File: src/snc_pkg.sv
// Shared types, constants and helpers for the sphere node classify and shade block.
`timescale 1ns / 1ps
`default_nettype none
package snc_pkg;

    localparam int COORD_BITS_DEF = 12;
    localparam int IN_COORD_W     = 12;
    localparam int CENTER_W       = 14;
    localparam int RSQ_W          = 25;
    localparam int COLOR_W        = 24;
    localparam int CFG_IDX_W      = 3;
    localparam int CFG_DATA_W     = 25;
    localparam int QUOT_BITS      = 45;
    localparam int ROOT_BITS      = 23;
    localparam int NORM_LSB       = 16;
    localparam logic [COLOR_W-1:0] BASE_COLOR_RST = 24'h404040;
    localparam logic [7:0] COLOR_SUB = 8'd8;

    typedef enum logic [CFG_IDX_W-1:0] {
        CFG_CENTER_X  = 3'd0,
        CFG_CENTER_Y  = 3'd1,
        CFG_CENTER_Z  = 3'd2,
        CFG_RADIUS_SQ = 3'd3,
        CFG_COLOR     = 3'd4
    } t_cfg_idx;

    typedef enum logic [1:0] {
        CLS_OUTSIDE = 2'd0,
        CLS_PARTIAL = 2'd1,
        CLS_INSIDE  = 2'd2
    } t_cls;

    typedef struct packed {
        logic        kind;
        logic [11:0] coord_x;
        logic [11:0] coord_y;
        logic [11:0] coord_z;
        logic [3:0]  level;
    } t_in;

    typedef struct packed {
        logic [1:0]        overlap_class;
        logic [7:0]        blue;
        logic [7:0]        green;
        logic [7:0]        red;
        logic [5:0]        texture_index;
        logic signed [7:0] normal_x;
        logic signed [7:0] normal_y;
        logic signed [7:0] normal_z;
    } t_out;

    typedef struct packed {
        logic [1:0] overlap_class;
        logic [7:0] blue;
        logic [7:0] green;
        logic [7:0] red;
        logic [5:0] texture_index;
    } t_meta;

    function automatic logic [7:0] chan_minus8(input logic [7:0] c);
        logic [7:0] res;
        res = (c >= COLOR_SUB) ? c - COLOR_SUB : 8'd0;
        return res;
    endfunction

endpackage
`default_nettype wire

File: src/snc_sqrt.sv
// Pipelined integer square root: one root bit per stage.
`timescale 1ns / 1ps
`default_nettype none
module snc_sqrt #(
    parameter int DW = 15
) (
    input  logic                            i_clk,
    input  logic                            i_rst_n,
    input  logic                            i_en,
    input  logic                            i_valid,
    input  snc_pkg::t_meta                  i_meta,
    input  logic signed [DW-1:0]            i_d [3],
    input  logic [snc_pkg::QUOT_BITS-1:0]   i_q,
    output logic                            o_valid,
    output snc_pkg::t_meta                  o_meta,
    output logic signed [DW-1:0]            o_d [3],
    output logic [snc_pkg::ROOT_BITS-1:0]   o_root
);
    import snc_pkg::*;

    localparam int RB = ROOT_BITS;
    localparam int NB = 2 * RB;
    localparam int RW = RB + 3;

    logic                 r_vld [RB];
    t_meta                r_meta [RB];
    logic signed [DW-1:0] r_d [RB][3];
    logic [NB-1:0]        r_n [RB];
    logic [RW-1:0]        r_rem [RB];
    logic [RB-1:0]        r_root [RB];

    for (genvar k = 0; k < RB; k++) begin : g_stg
        logic                 vld_in;
        t_meta                meta_in;
        logic signed [DW-1:0] d_in [3];
        logic [NB-1:0]        n_in;
        logic [RW-1:0]        rem_in;
        logic [RB-1:0]        root_in;
        logic [RW-1:0]        sh;
        logic [RW-1:0]        trial;
        logic                 ge;

        if (k == 0) begin : g_first
            assign vld_in  = i_valid;
            assign meta_in = i_meta;
            assign d_in    = i_d;
            assign n_in    = NB'(i_q);
            assign rem_in  = '0;
            assign root_in = '0;
        end else begin : g_next
            assign vld_in  = r_vld[k-1];
            assign meta_in = r_meta[k-1];
            assign d_in    = r_d[k-1];
            assign n_in    = r_n[k-1];
            assign rem_in  = r_rem[k-1];
            assign root_in = r_root[k-1];
        end

        assign sh    = {rem_in[RW-3:0], n_in[NB-1-2*k -: 2]};
        assign trial = RW'({root_in, 2'b01});
        assign ge    = sh >= trial;

        always_ff @(posedge i_clk) begin
            if (!i_rst_n) begin
                r_vld[k] <= 1'b0;
            end else if (i_en) begin
                r_vld[k] <= vld_in;
            end
        end

        always_ff @(posedge i_clk) begin
            if (i_en) begin
                r_meta[k] <= meta_in;
                r_d[k]    <= d_in;
                r_n[k]    <= n_in;
                r_rem[k]  <= ge ? sh - trial : sh;
                r_root[k] <= {root_in[RB-2:0], ge};
            end
        end
    end

    assign o_valid = r_vld[RB-1];
    assign o_meta  = r_meta[RB-1];
    assign o_d     = r_d[RB-1];
    assign o_root  = r_root[RB-1];

endmodule
`default_nettype wire
File: config.mk
export PLATFORM = sky130hd
export DESIGN_NAME = snc_sqrt
export DESIGN_NICKNAME = d
export VERILOG_FILES = /design/src/snc_pkg.sv /design/src/snc_sqrt.sv
export SDC_FILE = /design/constraint.sdc
export NUM_CORES = 2
export LEC_CHECK = 0
export BUFFER_PORTS_ARGS = -buffer_cell sky130_fd_sc_hd__buf_2
export CORE_UTILIZATION = 62
export DETAILED_ROUTE_END_ITERATION = 7
export GPL_TIMING_DRIVEN = 0
export PLACE_DENSITY_LB_ADDON = 0.2
export REMOVE_ABC_BUFFERS = 1
export SETUP_SLACK_MARGIN = 0.4
export SYNTH_ARGS = -nofsm -noshare
export SYNTH_HDL_FRONTEND = slang
export SYNTH_SLANG_ARGS = --single-unit
File: constraint.sdc
create_clock -name i_clk -period 3.84 [get_ports i_clk]
set_input_delay 0 -clock i_clk [delete_from_list [all_inputs] [get_ports i_clk]]
set_output_delay 0 -clock i_clk [all_outputs]
set_load 0.05 [all_outputs]
* Word-level counts from Yosys, hierarchy flattened *
Memories as Yosys holds them, arrays and structs flattened.
Index checks and enable logic that the tools add are counted.

word-level totals
  flip-flop bits (word level) = 0
  bits in latches = 0
  RAM bits = 3979
  bits in read-only memories = 0
  bits of input ports = 126
  word-level logic and storage cells = 126
  memories kept = 6

operators by class
  add/subtract/negate cells = 23
  multiply operators = 0
  div/mod/pow operators = 0
  order comparisons = 23
  equality and inequality tests = 0
  shift-type cells = 0
  muxes and demuxes = 51
  bitwise operators = 23
  reductions and logical operators = 0

memories
  name    words  width  read ports  clocked after Yosys merged registers in  write ports  line            RTL
  r_n     23     46     22          0                                        23           snc_sqrt.sv:28  logic [NB-1:0] r_n [RB];
  r_d     23     45     23          0                                        23           snc_sqrt.sv:27  logic signed [DW-1:0] r_d [RB][3];
  r_meta  23     32     23          0                                        23           snc_sqrt.sv:26  t_meta r_meta [RB];
  r_rem   23     26     22          0                                        23           snc_sqrt.sv:29  logic [RW-1:0] r_rem [RB];
  r_root  23     23     23          0                                        23           snc_sqrt.sv:30  logic [RB-1:0] r_root [RB];
  r_vld   23     1      23          0                                        23           snc_sqrt.sv:25  logic r_vld [RB];

operator list
  cell                                                                 count
  26-bit two-way mux                                                   23
  26-bit by 25-bit >= comparator with 1-bit output                     22
  26-bit by 25-bit subtractor with 26-bit output                       22
  1-bit two-way mux                                                    28
  1-bit OR                                                             23
  1-bit by 1-bit subtractor with 2-bit output (second input constant)  1
  1-bit >= comparator (second input constant)                          1

* Logic depth before layout (Yosys ltp) *
  word-level depth = 4
  mapped depth = 13
  mapped depth without buffers = 12

* Worst setup path after synthesis *
OpenSTA, ideal clock, no wires.

  path kind = register -> register
  start point = mem r_rem[2][87] (netlist bit)
  end point = mem r_rem[2][118] (netlist bit), data pin
  setup time = 262 ps
  data arrival time = 3116 ps
  data required time = 3578 ps
  path slack = 462 ps
  cell stages (with the launch flop) = 12
  cells stage by stage = edfxtp_1 ha_1 a21o_1 a311oi_1 a21oi_1 o211a_1 a2bb2oi_1 a311o_1 or3_1 clkbuf_1 buf_2 mux2_1

RTL lines
  what         line
  from (decl)  snc_sqrt.sv:29

==> reports/metrics.csv <==
metric;value;unit
netlist_instances;6252;
viasPerCell;5.52;
crit_buf_inv;0;
leakagePower;0.0474;uW
numPortBuffers;226;
maxCapViolations;0;
seq_area_frac_synth;81.8;%
syn_area;113000;um^2
crit_path_start_kind;flip-flop;
ys_warn_count;0;
grt_overflow;0;
path_cells;ha_1 -> o21ai_0 -> nor4b_2 -> or3_1 -> a211oi_1 -> or3_1 -> a2111oi_1 -> o21bai_1 -> xor2_1 -> mux2_2;
area_growth;15.5;%
cp_max_fo;4;
crit_type;reg -> reg;
cts-root-buf;clkbuf_16;
synth-seq-cells;3067;
start_util;62.4;%
finalClockSkew;0.0762;ns
die_y;428;um
hpwl;97500;um
arrival;4.14;ns
multi_input_area;19500;um^2
cts_made_buffers;314;
holdWs;0.124;ns
htree_num_levels;5;
setup_slack;0.347;ns
cp_top_family;compound AO/OA/AOI/OAI gates;
nFillCells;10600;
rsz0062_at_grt;yes;
final_cell_mix;edfxtp_1, inv_1, clkbuf_16;
path_common_cell;or3_1;
detail-route-antenna-nets;0;
globalplace.congestion;0.932;
fin_nets;7473;
synth_flop_cell;edfxtp_1;
dieArea;183000;um^2
drive_above_1_share;12.0;%
hold_class;in -> reg;
min_period_over_period;91.0;%
cp_slowest_cell;a2111oi_1;
cts_tree;built;
cts.sinks;3067;
async_flop_share;0;%
die_w;428;um
path_clk_slew;0.07;ns
grt_pass1_wl;291000;um
fin_util;72.1;%
synth_enable_flop_cells;3066;
first_global_vias;55200;
fmax;286;MHz
antenna_found_initial;1;
setup_tns;0;ns
setup_violations;0;
track_usage;20.4;%
coreArea;181000;um^2
drc;0;
vias;53100;
clkLatencyLatePin;0.90;ns
dr.first_iter.drc_count;3301;
power_density;601;nW/um^2
relSlewSlack;30.6;%
ir_drop;0.677;mV
max_slew.worst_pin.slew;1.04;ns
totalWireLength;188000;um
status;finished, final reports clean;
avgSynthCellArea;18.0;um^2
cp-end-kind;flip-flop;
synth.distinct_cells;75;
post-place-ws;-0.539;ns
ioPinCount;227;
final_common_cell;edfxtp_1;
slew_viol_final;0;
hold_viol;0;
p_total;78200;uW
drtPass1Iterations;5;
seqCellArea;92100;um^2
cpPeakStageDelay;0.61;ns
rows;156;
period_needed;3.49;ns
cts_buffer_depth;4;
critPathRequiredTime;4.49;ns
grt_max_degree;196;
route.detailed.wl_per_inst;19.5;um
[worst reg2reg max path: cells and delay by family, from the launching register on]
kind / cells / cell delay (ns)
AO/OA/AOI/OAI: 4 / 1.07
adder cells (fa/ha/maj): 1 / 0.36
AND/OR/NAND/NOR: 3 / 0.99
XOR/XNOR: 1 / 0.18
flip-flops: 1 / 0.39
multiplexers: 1 / 0.28
[cells by family after synthesis]
family,after synthesis,synth area share [%]
DFF,3067,81.8
xor gates and xnor gates,391,3.04
and+or+nand+nor,1117,4.98
adders and majority gates,298,3.31
AOI/OAI and AO/OA,860,4.74
other,1,0.00333
buffers and inverters,451,1.51
muxes,67,0.659
[metal layers]
metal | vias up | wire length, um | GRT usage (%) | part of all wire [%]
met5 | - | 0 | 0 | 0
met4 | 0 | 8000 | 9.57 | 4.3
met3 | 467 | 6210 | 3.13 | 3.3
met2 | 1255 | 108000 | 40.3 | 58
met1 | 26000 | 65400 | 20.5 | 35
li1 | 25500 | - | - | -
[Yosys cell counts (all sizes together), types with 10 or more instances]
cell,n,area [um^2]
edfxtp,3066,92100
inv,373,1400
ha,298,3730
nand2,292,1100
a21oi,269,1350
nor2,240,901
o21ai,226,1130
xor2,196,1720
xnor2,195,1710
nor3,118,591
a21o,94,706
clkbuf,71,267
nand3,65,325
nand2b,62,388
mux2,57,642
nor4,57,363
o21a,57,428
and3,47,294
or3,44,280
nor2b,42,263
nand4,38,238
o31ai,36,270
o21bai,29,218
or4,26,195
a211oi,21,158
a31oi,20,125
or2,18,113
and2,13,81.3
nand3b,12,90.1
o211ai,12,90.1
a2111oi,11,96.3
a211o,11,96.3
mux2i,10,100
[final cells by class]
class / instances / area share, %
clock buffers: 367 / 6.22
repair buffers: 549 / 3.59
flip-flops and latches: 3067 / 70.8
well taps: 2370 / 2.28
diodes: 1 / 0.00192
inverters: 374 / 1.08
multi-input cells: 2743 / 15.0
clock inverters: 163 / 1.10
[where the power goes]
part | switching (uW) | total, uW | internal (uW)
registers | 1310 | 41600 | 40300
clock network | 12300 | 28900 | 16600
logic | 4420 | 7690 | 3270
[through the flow]
stage | area (um^2) | cells
finish | 130000 | 9634
global route | 130000 | 9634
CTS | 130000 | 9606
detailed placement | 117000 | 8796
global placement | 116000 | 8771
floorplan | 112000 | 6175
[registers in the layout, summed over array words and instances (netlist names)]
register / flops
r_rem: 491
r_root: 273
r_meta: 736
r_d: 1035
r_vld: 23
r_n: 509
[worst paths after layout]
kind,from,endpoint,slack [ns],depth (start not counted)
min,i_rst_n,r_vld[2][0],0.12,3
max,r_rem[1][182],r_rem[2][17],0.35,10
max reg2reg,r_rem[1][182],r_rem[2][17],0.35,10
min reg2reg,r_meta[1][252],r_meta[2][28],0.35,0
[timing repair]
action	CTS	global route
cloned	7	4
setup buffers	24	23
hold buffers	249	0
setup endpoints to repair	299	443
hold endpoints to repair	428	0
gates resized for setup	50	52
pin swaps	12	17
Note: power is estimated with default switching activity, not from simulation.
